===== src/sv/cle_pkg.sv =====
// shared types and constants for the cursor list engine
`timescale 1ns / 1ps

package cle_pkg;

   localparam int DEPTH   = 16;
   localparam int WIDTH   = 8;
   localparam int IDX_W   = $clog2(DEPTH);
   localparam int CNT_W   = $clog2(DEPTH + 1);
   localparam int FOUND_W = IDX_W + 1;
   localparam int REQ_W   = 4;
   localparam int POS_W   = 4;
   localparam int ST_W    = 3;

   // request codes
   localparam logic [REQ_W-1:0] REQ_INSERT = 4'd0;
   localparam logic [REQ_W-1:0] REQ_APPEND = 4'd1;
   localparam logic [REQ_W-1:0] REQ_REMOVE = 4'd2;
   localparam logic [REQ_W-1:0] REQ_START  = 4'd3;
   localparam logic [REQ_W-1:0] REQ_END    = 4'd4;
   localparam logic [REQ_W-1:0] REQ_PREV   = 4'd5;
   localparam logic [REQ_W-1:0] REQ_NEXT   = 4'd6;
   localparam logic [REQ_W-1:0] REQ_MOVE   = 4'd7;
   localparam logic [REQ_W-1:0] REQ_READ   = 4'd8;
   localparam logic [REQ_W-1:0] REQ_SEARCH = 4'd9;
   localparam logic [REQ_W-1:0] REQ_CLEAR  = 4'd10;

   // status codes
   localparam logic [ST_W-1:0] ST_OK       = 3'd0;
   localparam logic [ST_W-1:0] ST_AT_START = 3'd1;
   localparam logic [ST_W-1:0] ST_AT_END   = 3'd2;
   localparam logic [ST_W-1:0] ST_RANGE    = 3'd3;
   localparam logic [ST_W-1:0] ST_FULL     = 3'd4;
   localparam logic [ST_W-1:0] ST_EMPTY    = 3'd5;

   typedef enum logic [1:0] {
      CELL_HOLD,
      CELL_INSERT,
      CELL_APPEND,
      CELL_REMOVE
   } cell_op_type;

   // broadcast from the controller to every cell
   typedef struct packed {
      cell_op_type      op;
      logic [IDX_W-1:0] cursor;
      logic [CNT_W-1:0] count;
      logic [WIDTH-1:0] key;
   } cle_cmd_type;

endpackage


===== src/sv/cle_cell.sv =====
// one list entry: shifts with its neighbors, compares against the key
`timescale 1ns / 1ps

module cle_cell
   import cle_pkg::*;
(
   input  logic             clock,
   input  logic [IDX_W-1:0] idx,
   input  cle_cmd_type      cmd,
   input  logic [WIDTH-1:0] left_value,
   input  logic [WIDTH-1:0] right_value,
   output logic [WIDTH-1:0] value,
   output logic [WIDTH-1:0] tap,
   output logic             match
);

   logic [WIDTH-1:0] value_ff, value_in;
   logic             match_ff, match_in;
   logic [CNT_W-1:0] idx_wide;

   assign idx_wide = {1'b0, idx};

   always_comb begin
      value_in = value_ff;
      unique case (cmd.op)
         CELL_INSERT: begin
            if (idx == cmd.cursor) begin
               value_in = cmd.key;
            end else if (idx > cmd.cursor && idx_wide <= cmd.count) begin
               value_in = left_value;
            end
         end
         CELL_APPEND: begin
            if (idx_wide == cmd.count) begin
               value_in = cmd.key;
            end
         end
         CELL_REMOVE: begin
            if (idx >= cmd.cursor && (idx_wide + CNT_W'(1)) < cmd.count) begin
               value_in = right_value;
            end
         end
         default: begin
            value_in = value_ff;
         end
      endcase
   end

   // only entries below the length take part in a search
   assign match_in = (value_ff == cmd.key) && (idx_wide < cmd.count);

   always_ff @(posedge clock) begin
      value_ff <= value_in;
      match_ff <= match_in;
   end

   assign value = value_ff;
   assign match = match_ff;
   assign tap   = (idx == cmd.cursor) ? value_ff : '0;

endmodule


===== src/sv/cursor_list_engine.sv =====
// top level of the cursor list engine: controller and row of entry cells
//
//   channel  | handshake            | payload
//   ---------+----------------------+-------------------------------------------
//   req      | req_valid, req_stall | req_type, req_item_value, req_target_position
//   rsp      | rsp_valid, rsp_stall | rsp_read_value, rsp_found_index,
//            |                      | rsp_list_length, rsp_cursor_position, rsp_status
//
// one item at a time: accept, execute in the cells, group encode, final encode,
// then the result waits in its register until rsp is not stalled
// the result is offered in S_RESP after S_EXEC, S_SCAN and S_PACK, the last two for the two-level match encoder
// synchronous reset empties the list and puts the cursor at 0
// req_stall stays high from acceptance until the result has been taken
`timescale 1ns / 1ps

module cursor_list_engine
   import cle_pkg::*;
(
   input  logic                      clock,
   input  logic                      reset,
   input  logic                      req_valid,
   output logic                      req_stall,
   input  logic [REQ_W-1:0]          req_type,
   input  logic [WIDTH-1:0]          req_item_value,
   input  logic [POS_W-1:0]          req_target_position,
   output logic                      rsp_valid,
   input  logic                      rsp_stall,
   output logic [WIDTH-1:0]          rsp_read_value,
   output logic signed [FOUND_W-1:0] rsp_found_index,
   output logic [CNT_W-1:0]          rsp_list_length,
   output logic [IDX_W-1:0]          rsp_cursor_position,
   output logic [ST_W-1:0]           rsp_status
);

   localparam int GRP     = 4;
   localparam int GRP_W   = $clog2(GRP);
   localparam int GROUPS  = DEPTH / GRP;
   localparam int GSEL_W  = IDX_W - GRP_W;

   typedef enum logic [2:0] {
      S_IDLE,
      S_EXEC,
      S_SCAN,
      S_PACK,
      S_RESP
   } state_type;

   state_type            state_ff, state_in;
   logic [REQ_W-1:0]     code_ff, code_in;
   logic [WIDTH-1:0]     key_ff, key_in;
   logic [POS_W-1:0]     pos_ff, pos_in;
   logic [CNT_W-1:0]     count_ff, count_in;
   logic [IDX_W-1:0]     cursor_ff, cursor_in;
   logic [WIDTH-1:0]     rd_ff, rd_in;
   logic [ST_W-1:0]      status_ff, status_in;
   logic [FOUND_W-1:0]   found_ff, found_in;
   logic [GROUPS-1:0]    grp_any_ff, grp_any_in;
   logic [GRP_W-1:0]     grp_idx_ff [GROUPS], grp_idx_in [GROUPS];

   cle_cmd_type          cmd;
   cell_op_type          cell_op;
   logic [WIDTH-1:0]     cell_val [DEPTH];
   logic [WIDTH-1:0]     cell_tap [DEPTH];
   logic [WIDTH-1:0]     nb_left [DEPTH];
   logic [WIDTH-1:0]     nb_right [DEPTH];
   logic [DEPTH-1:0]     match;
   logic [WIDTH-1:0]     tap_or;
   logic [CNT_W-1:0]     count_dec;

   // cell row
   genvar gi;
   generate
      for (gi = 0; gi < DEPTH; gi++) begin : g_cell
         if (gi == 0) begin : g_first
            assign nb_left[gi] = '0;
         end else begin : g_left
            assign nb_left[gi] = cell_val[gi-1];
         end
         if (gi == DEPTH - 1) begin : g_last
            assign nb_right[gi] = '0;
         end else begin : g_right
            assign nb_right[gi] = cell_val[gi+1];
         end

         cle_cell u_cell (
            .clock       (clock),
            .idx         (IDX_W'(gi)),
            .cmd         (cmd),
            .left_value  (nb_left[gi]),
            .right_value (nb_right[gi]),
            .value       (cell_val[gi]),
            .tap         (cell_tap[gi]),
            .match       (match[gi])
         );
      end
   endgenerate

   assign cmd.op     = cell_op;
   assign cmd.cursor = cursor_ff;
   assign cmd.count  = count_ff;
   assign cmd.key    = key_ff;

   // only the cell under the cursor drives a nonzero tap
   always_comb begin
      tap_or = '0;
      for (int i = 0; i < DEPTH; i++) begin
         tap_or = tap_or | cell_tap[i];
      end
   end

   // first level of the match encoder, lowest index wins
   always_comb begin
      for (int g = 0; g < GROUPS; g++) begin
         grp_any_in[g] = |match[g*GRP +: GRP];
         grp_idx_in[g] = '0;
         for (int j = GRP - 1; j >= 0; j--) begin
            if (match[g*GRP + j]) begin
               grp_idx_in[g] = GRP_W'(j);
            end
         end
      end
   end

   assign count_dec = count_ff - CNT_W'(1);

   always_comb begin
      state_in  = state_ff;
      code_in   = code_ff;
      key_in    = key_ff;
      pos_in    = pos_ff;
      count_in  = count_ff;
      cursor_in = cursor_ff;
      rd_in     = rd_ff;
      status_in = status_ff;
      found_in  = found_ff;
      cell_op   = CELL_HOLD;

      unique case (state_ff)
         S_IDLE: begin
            if (req_valid) begin
               code_in  = req_type;
               key_in   = req_item_value;
               pos_in   = req_target_position;
               state_in = S_EXEC;
            end
         end
         S_EXEC: begin
            rd_in     = '0;
            status_in = ST_OK;
            found_in  = '0;
            case (code_ff)
               REQ_INSERT: begin
                  if (count_ff >= CNT_W'(DEPTH)) begin
                     status_in = ST_FULL;
                  end else begin
                     cell_op  = CELL_INSERT;
                     count_in = count_ff + CNT_W'(1);
                  end
               end
               REQ_APPEND: begin
                  if (count_ff >= CNT_W'(DEPTH)) begin
                     status_in = ST_FULL;
                  end else begin
                     cell_op  = CELL_APPEND;
                     count_in = count_ff + CNT_W'(1);
                  end
               end
               REQ_REMOVE: begin
                  if (count_ff == '0) begin
                     status_in = ST_EMPTY;
                  end else begin
                     cell_op  = CELL_REMOVE;
                     rd_in    = tap_or;
                     count_in = count_dec;
                     // cursor was on the last entry
                     if ({1'b0, cursor_ff} == count_dec && cursor_ff != '0) begin
                        cursor_in = cursor_ff - IDX_W'(1);
                     end
                  end
               end
               REQ_START: begin
                  cursor_in = '0;
               end
               REQ_END: begin
                  if (count_ff == '0) begin
                     cursor_in = '0;
                     status_in = ST_EMPTY;
                  end else begin
                     cursor_in = count_dec[IDX_W-1:0];
                  end
               end
               REQ_PREV: begin
                  if (count_ff == '0) begin
                     status_in = ST_EMPTY;
                  end else if (cursor_ff == '0) begin
                     status_in = ST_AT_START;
                  end else begin
                     cursor_in = cursor_ff - IDX_W'(1);
                  end
               end
               REQ_NEXT: begin
                  if (count_ff == '0) begin
                     status_in = ST_EMPTY;
                  end else if (({1'b0, cursor_ff} + CNT_W'(1)) >= count_ff) begin
                     status_in = ST_AT_END;
                  end else begin
                     cursor_in = cursor_ff + IDX_W'(1);
                  end
               end
               REQ_MOVE: begin
                  if (CNT_W'(pos_ff) >= count_ff) begin
                     status_in = ST_RANGE;
                  end else begin
                     cursor_in = pos_ff[IDX_W-1:0];
                  end
               end
               REQ_READ: begin
                  if (count_ff == '0) begin
                     status_in = ST_EMPTY;
                  end else begin
                     rd_in = tap_or;
                  end
               end
               REQ_CLEAR: begin
                  count_in  = '0;
                  cursor_in = '0;
               end
               default: begin
                  status_in = ST_OK;
               end
            endcase
            state_in = S_SCAN;
         end
         S_SCAN: begin
            state_in = S_PACK;
         end
         S_PACK: begin
            if (code_ff == REQ_SEARCH) begin
               found_in = '1;
               for (int g = GROUPS - 1; g >= 0; g--) begin
                  if (grp_any_ff[g]) begin
                     found_in = FOUND_W'({GSEL_W'(g), grp_idx_ff[g]});
                  end
               end
            end
            state_in = S_RESP;
         end
         S_RESP: begin
            if (!rsp_stall) begin
               state_in = S_IDLE;
            end
         end
         default: begin
            state_in = S_IDLE;
         end
      endcase
   end

   always_ff @(posedge clock) begin
      if (reset) begin
         state_ff  <= S_IDLE;
         count_ff  <= '0;
         cursor_ff <= '0;
      end else begin
         state_ff  <= state_in;
         count_ff  <= count_in;
         cursor_ff <= cursor_in;
      end
      code_ff    <= code_in;
      key_ff     <= key_in;
      pos_ff     <= pos_in;
      rd_ff      <= rd_in;
      status_ff  <= status_in;
      found_ff   <= found_in;
      grp_any_ff <= grp_any_in;
      grp_idx_ff <= grp_idx_in;
   end

   assign req_stall           = (state_ff != S_IDLE);
   assign rsp_valid           = (state_ff == S_RESP);
   assign rsp_read_value      = rd_ff;
   assign rsp_found_index     = found_ff;
   assign rsp_list_length     = count_ff;
   assign rsp_cursor_position = cursor_ff;
   assign rsp_status          = status_ff;

`ifndef SYNTHESIS
   a_cursor_in_list: assert property (@(posedge clock) disable iff (reset)
      (count_ff == '0) ? (cursor_ff == '0) : ({1'b0, cursor_ff} < count_ff))
      else $error("cursor outside the list");

   a_count_bound: assert property (@(posedge clock) disable iff (reset)
      count_ff <= CNT_W'(DEPTH))
      else $error("length beyond depth");

   a_latency: assert property (@(posedge clock) disable iff (reset)
      (req_valid && !req_stall) |-> ##4 rsp_valid)
      else $error("result not ready four cycles after acceptance");

   a_found_only_search: assert property (@(posedge clock) disable iff (reset)
      (rsp_valid && found_ff != '0) |-> (code_ff == REQ_SEARCH))
      else $error("search index on a non-search item");
`endif

endmodule


===== config.mk =====
export PLATFORM = sky130hd
export DESIGN_NAME = cursor_list_engine
export DESIGN_NICKNAME = d
export VERILOG_FILES = /design/src/sv/cle_pkg.sv /design/src/sv/cle_cell.sv /design/src/sv/cursor_list_engine.sv
export SDC_FILE = /design/constraint.sdc
export NUM_CORES = 1
export LEC_CHECK = 0
export BUFFER_PORTS_ARGS = -buffer_cell sky130_fd_sc_hd__buf_2
export CORE_MARGIN = 2
export CORE_UTILIZATION = 57
export CTS_CLUSTER_DIAMETER = 50
export DETAILED_ROUTE_END_ITERATION = 16
export PLACE_DENSITY = 0.81
export SYNTH_ARGS = -nofsm -noshare
export SYNTH_HDL_FRONTEND = slang
export SYNTH_SLANG_ARGS = --single-unit

===== constraint.sdc =====
create_clock -name clock -period 3.7 [get_ports clock]
set_clock_uncertainty 0.05 [all_clocks]
set_input_delay 0.555 -clock clock [delete_from_list [all_inputs] [get_ports clock]]
set_output_delay 0.555 -clock clock [all_outputs]
set_load 0.02 [all_outputs]

# Word level (Yosys, flattened, before mapping)
# Cells that the tools add are included.
# W data, S select, Z words.
word_totals:
  regBits: 200
  in_bits: 20
  out_inout_bits: 27
  word_cells: 497
op_classes:
  n_addsub: 5
  order_cmp: 68
  n_eq_ne: 123
  n_mux: 142
  n_bitwise: 16
  reduce_logical: 93
op_table:
  columns: ["op", "count"]
  rows:
  - ["$mux W8", 80]
  - ["$pmux W8 S3", 16]
  - ["$eq A8 B8 Y1", 16]
  - ["$or A8 B8 Y8", 15]
  - ["$reduce_and A4 Y1", 17]
  - ["$ne A2 B1 Y1 const B", 31]
  - ["$logic_and A1 B1 Y1", 49]
  - ["$ne A3 B1 Y1 const B", 15]
  - ["$eq A4 B5 Y1 const A", 8]
  - ["$le A4 B5 Y1 const A", 8]
  - ["$lt A4 B5 Y1 const A", 8]
  - ["$mux W5", 7]
  - ["$eq A4 B4 Y1 const A", 8]
  - ["$ge A4 B4 Y1 const A", 8]
  - ["$gt A4 B4 Y1 const A", 8]
  - ["$mux W4", 8]
  - ["$pmux W3 S5", 2]
  - ["$mux W2", 13]
  - ["$ne A2 B2 Y1 const B", 12]
  - ["$pmux W4 S6", 1]
  - ["$eq A3 B5 Y1 const A", 4]
  - ["$le A3 B5 Y1 const A", 4]
  - ["$lt A3 B5 Y1 const A", 4]
  - ["$mux W3", 6]
  - ["other kinds (52)", 99]

# Logic depth before layout (Yosys ltp)
logic_depth:
  depth_word: 17
  mapped_depth: 12
  mapped_depth_nobuf: 9

# Hierarchy
# A second synthesis with hierarchy kept.
unflattened:
  cells_unflattened: 1950
  hier_area_um2: 18726.7
by_module_without_submodules:
  columns: ["module", "instances", "cells_per_inst", "area_each_um2", "seq_area_each_um2"]
  rows:
  - ["cle_cell at g_cell[13].u_cell ...", 10, 101, 965.9, 260.2]
  - ["cle_cell at g_cell[0].u_cell ...", 6, 101, 964.7, 260.2]
  - ["cursor_list_engine", 1, 334, 3279.4, 1441.4]

# Least setup slack after synthesis
# Ideal clock, no wire load.
synth_timing:
  path_kind: "register to register"
  start: "reg count_ff[1] (netlist: rsp_list_length[1])"
  end: "reg g_cell[3].u_cell.value_ff[0], enable pin"
  setup_ns: 0.420
  arrival_ns: 3.540
  t_required_ns: 3.230
  setup_slack_ns: -0.310
  stages_incl_launch_ff: 10
  path_buffers: 2
  synth_period_minus_slack_ns: 4.010
  cell_sequence: "dfxtp_1 clkbuf_1 inv_1 ha_1 or3_1 o21ai_1 o21a_1 buf_4 a31oi_1 a2111oi_0"
synth_between:
  elab_chain_len: 7
  word_cells_on_any_way: 20
  cone_classes: "order compare (3); eq/ne (7); mux (5); reduce/logical (5)"
synth_rtl:
  columns: ["element", "line", "text"]
  rows:
  - ["start, declared", "cursor_list_engine.sv:52", "logic [CNT_W-1:0] count_ff, count_in;"]
  - ["start signal, assigned", "cursor_list_engine.sv:266", "count_ff <= count_in;"]
  - ["$ge A5 B5 Y1 or $logic_not A5 Y1 (tied branches)", "cursor_list_engine.sv:153, cursor_list_engine.sv:161, cursor_list_engine.sv:169", null]
  - ["$mux W1 (tied with other cells)", "cursor_list_engine.sv:153", "if (count_ff >= CNT_W'(DEPTH)) begin"]
  - ["$pmux W2 S3", "cursor_list_engine.sv:151", "case (code_ff)"]
  - ["$mux W2", "cursor_list_engine.sv:138", "unique case (state_ff)"]
  - ["$eq A2 B1 Y1 or $eq A2 B2 Y1 (tied branches)", "cle_cell.sv:25", "unique case (cmd.op)"]
  - ["$ne A3 B1 Y1 (no line) (tied with other cells)", null, null]
  - ["$reduce_and A4 Y1 (no line) *", null, null]
  - ["end signal, assigned", "cle_cell.sv:53", "value_ff <= value_in;"]
  - ["end, declared", "cle_cell.sv:17", "logic [WIDTH-1:0] value_ff, value_in;"]
# Mark *: on every way between the ends. The rest lies on a longest branch, timed or not.
# A chain may end at the register's enable or synchronous reset.

# Worst setup path in the final report
layout_timing:
  start: "reg code_ff[0]"
  end: "reg g_cell[14].u_cell.value_ff[1], data pin"
layout_between:
  elab_chain_len: 5
  word_cells_on_any_way: 9
  cone_classes: "eq/ne (5); mux (3); reduce/logical (1)"
layout_rtl:
  columns: ["element", "line", "text"]
  rows:
  - ["start, declared", "cursor_list_engine.sv:49", "logic [REQ_W-1:0] code_ff, code_in;"]
  - ["start signal, assigned", "cursor_list_engine.sv:269", "code_ff <= code_in;"]
  - ["$eq A4 B2 Y1 (tied with other cells)", "cursor_list_engine.sv:151", null]
  - ["$pmux W2 S3 *", "cursor_list_engine.sv:151", null]
  - ["$mux W2 *", "cursor_list_engine.sv:138", null]
  - ["$eq A2 B2 Y1 or $eq A2 B1 Y1 (tied branches)", "cle_cell.sv:25", null]
  - ["$pmux W8 S3 *", "cle_cell.sv:25", null]
  - ["via g_cell[14].u_cell.value_in[1]", "cle_cell.sv:17", null]
  - ["end signal, assigned", "cle_cell.sv:53", null]
  - ["end, declared", "cle_cell.sv:17", null]
# Mark *: on every way through the listed nets, which the timed path passes. The rest lies on a longest branch.

==> flow_summary.ini <==
[cts]
numCtsBuffers = 17
postCtsSetupRepairBufs = 0
cts.reportedPaths.clkPinSlew_ps = 80
numClockSinks = 200
cts_resized = 0
clk_latency_ps = 460
clockBufferDepth = 2
h-tree-depth = 4
cts_tree = yes
cts_root_buf = clkbuf_16
holdBufCountCts = 0

[global_route]
grt_max_degree = 73
grt_overflow = 0
grt_pass1_vias = 11200
antenna_found_initial = 2
grt_usage_pct = 43.3
grt_first_pass_wirelength_um = 75600

[placement]
gp_congestion = 1.05
port_buffers = 46
dp_hpwl_um = 37400
dp.cells = 1576

[timing]
setup_violations = 0
timing.final.crit_share_pct = 95.7
finalCriticalPeriod_ps = 3540
maxSlewViolCount = 0
tns_ps = 0
timing.hold.ws_ps = 224
grt_setup_unrepaired = false
report.final.hold_viol_count = 0
fmax_mhz = 283
worst_pin_slew_ps = 1350
slew_headroom_pct = 9.51

[route]
viasPerCell = 7.55
dr.pass1.iters = 10
vias = 12100
drc_errors = 0
drtAntennaViolNets = 0
post_drt_wl_per_cell_um = 32.0
routed_wl_um = 51500
drt_iter0_drc = 1970

[synth]
synth_top_cell_area_share_pct = 37.4
netlist_area_um2 = 12900
synthTopCellsByCount = edfxtp_1, xnor2_1, nand2_1
synth.most_common_cell = edfxtp_1
ys_ff_latch = 200
synth-edff-count = 160
avgSynthCellArea_um2 = 9.92
ys.warnings.count = 0
ys.flop_type = edfxtp_1
synth_nets = 1335
ys_types = 86
syn-instance-count = 1295
synth-seq-area-share_pct = 43.6
synth_top_area_cell = edfxtp_1
async_flop_share_pct = 0
synth.area.top_cells = edfxtp_1, dfxtp_1, xnor2_1, xor2_1, a21oi_1

[die]
die_height_um = 154
die-area_um2 = 23800
core_region_area_um2 = 22000
fp.dieW_um = 154
row_count = 54
initial_core_util_pct = 58.5
ios = 47

[power]
p_leak_nw = 4.84
vdd_drop_max_v = 0.000237
cellPowerDensity_nw_per_um2 = 367
p_total_mw = 5.14

[setup_path]
crit_type = flop to flop
endpoint_kind = flop
cp_data_required_time_ps = 3950
slowest_stage = nor2_4
cp.arrival_ps = 3790
slowest_delay_ps = 1050
cp_cell_sequence = nor2b_1, o41ai_2, or3_2, nor2_4, a22oi_1, o21ai_1
startpoint_type = flop
cp_max_fo = 48

[finish]
multi_input_area_um2 = 6620
nFillCells = 1790
final_core_utilization_pct = 63.8
area_delta_synth_final_pct = 9.02
drive_above_1_share_pct = 14.3
final_cells = 1609
nets = 1355
seq_area_um2 = 5610

[run_status]
run_status = finished clean

[run]
cap_violations = 0

[min_path]
worstHoldPathType = input pin to flop
==> through the flow <==
step                setup WS (ps)  instance area [um2]
floorplan                    52.6                12900
global placement              401                13400
detailed placement            363                13400
CTS                           311                14000
global route                  101                14000
finish                        161                14000
==> critical path, delay by kind of cell, from the launching register on <==
| kind | cells | cell delay (ps) |
|---|---|---|
| AOI/OAI and AO/OA | 3 | 670 |
| and+or+nand+nor | 3 | 1990 |
| DFF | 1 | 650 |
==> power breakdown <==
part           switching [mW]  internal [mW]  leakage, nW
Combinational           0.478          0.250         2.77
Clock                   0.993          0.906        0.286
Sequential             0.0562           2.45         1.78
Total                    1.53           3.61         4.84
==> registers in the layout, summed over array words and instances, names as in the netlist <==
name / cells
g_cell.u_cell.match: 16
state_ff: 3
pos_ff: 4
g_cell.u_cell.value: 128
code_ff: 4
rsp_status: 3
rsp_read_value: 8
rsp_found_index: 5
key_ff: 8
rsp_cursor_position: 4
grp_any_ff: 4
grp_idx_ff: 8
rsp_list_length: 5
==> cell type report <==
cell class                 instances  share of cell area [%]
timing repair buffer             114                    5.29
clock buffer                      18                    3.06
clock inverter                    14                    1.12
multi-input combinational        954                    47.2
sequential                       200                    40.0
inverter                          28                   0.786
antenna                            1                  0.0179
tap                              280                    2.50
==> cells by family after synthesis <==
logic type | count (synthesis) | share of synthesized area, %
XOR/XNOR | 136 | 9.27
buffers and inverters | 141 | 4.97
flip-flops | 200 | 43.6
AO/OA/AOI/OAI | 466 | 26.0
AND/OR/NAND/NOR | 318 | 12.8
adder cells (fa/ha/maj) | 20 | 1.95
multiplexers | 14 | 1.35
==> metal layers <==
metal | track usage [%] | wire length [um]
met1 | 58.4 | 18900
met2 | 65.0 | 21700
met3 | 11.1 | 7250
met4 | 21.6 | 3650
met5 | 0 | 23
==> final timing paths <==
kind	end	startpoint	slack, ps	depth (start not counted)
setup / recovery	g_cell[14].u_cell.value[1]$_DFFE_PP_	code_ff[0]$_DFFE_PP_	160	6
hold / removal	key_ff[0]$_DFFE_PP_	req_item_value[0]	220	1
setup reg to reg	g_cell[14].u_cell.value[1]$_DFFE_PP_	code_ff[0]$_DFFE_PP_	160	6
hold reg to reg	grp_idx_ff[2]$_SDFF_PP0_	g_cell[8].u_cell.match$_DFF_P_	390	1
==> cells in the final DEF (no fill, tap or decap), drive strengths merged, types with 13 or more instances in the layout <==
cell,count
a21oi,87
a22o,28
a22oi,51
a31oi,20
buf,114
clkbuf,18
dfxtp,40
edfxtp,160
ha,20
inv,30
nand2,88
nand3,23
nand4,25
nor2,62
nor3,34
nor4,13
o21a,45
o21ai,79
o22a,40
o22ai,27
xnor2,90
xor2,46
Power figures use the tool's default switching activity.
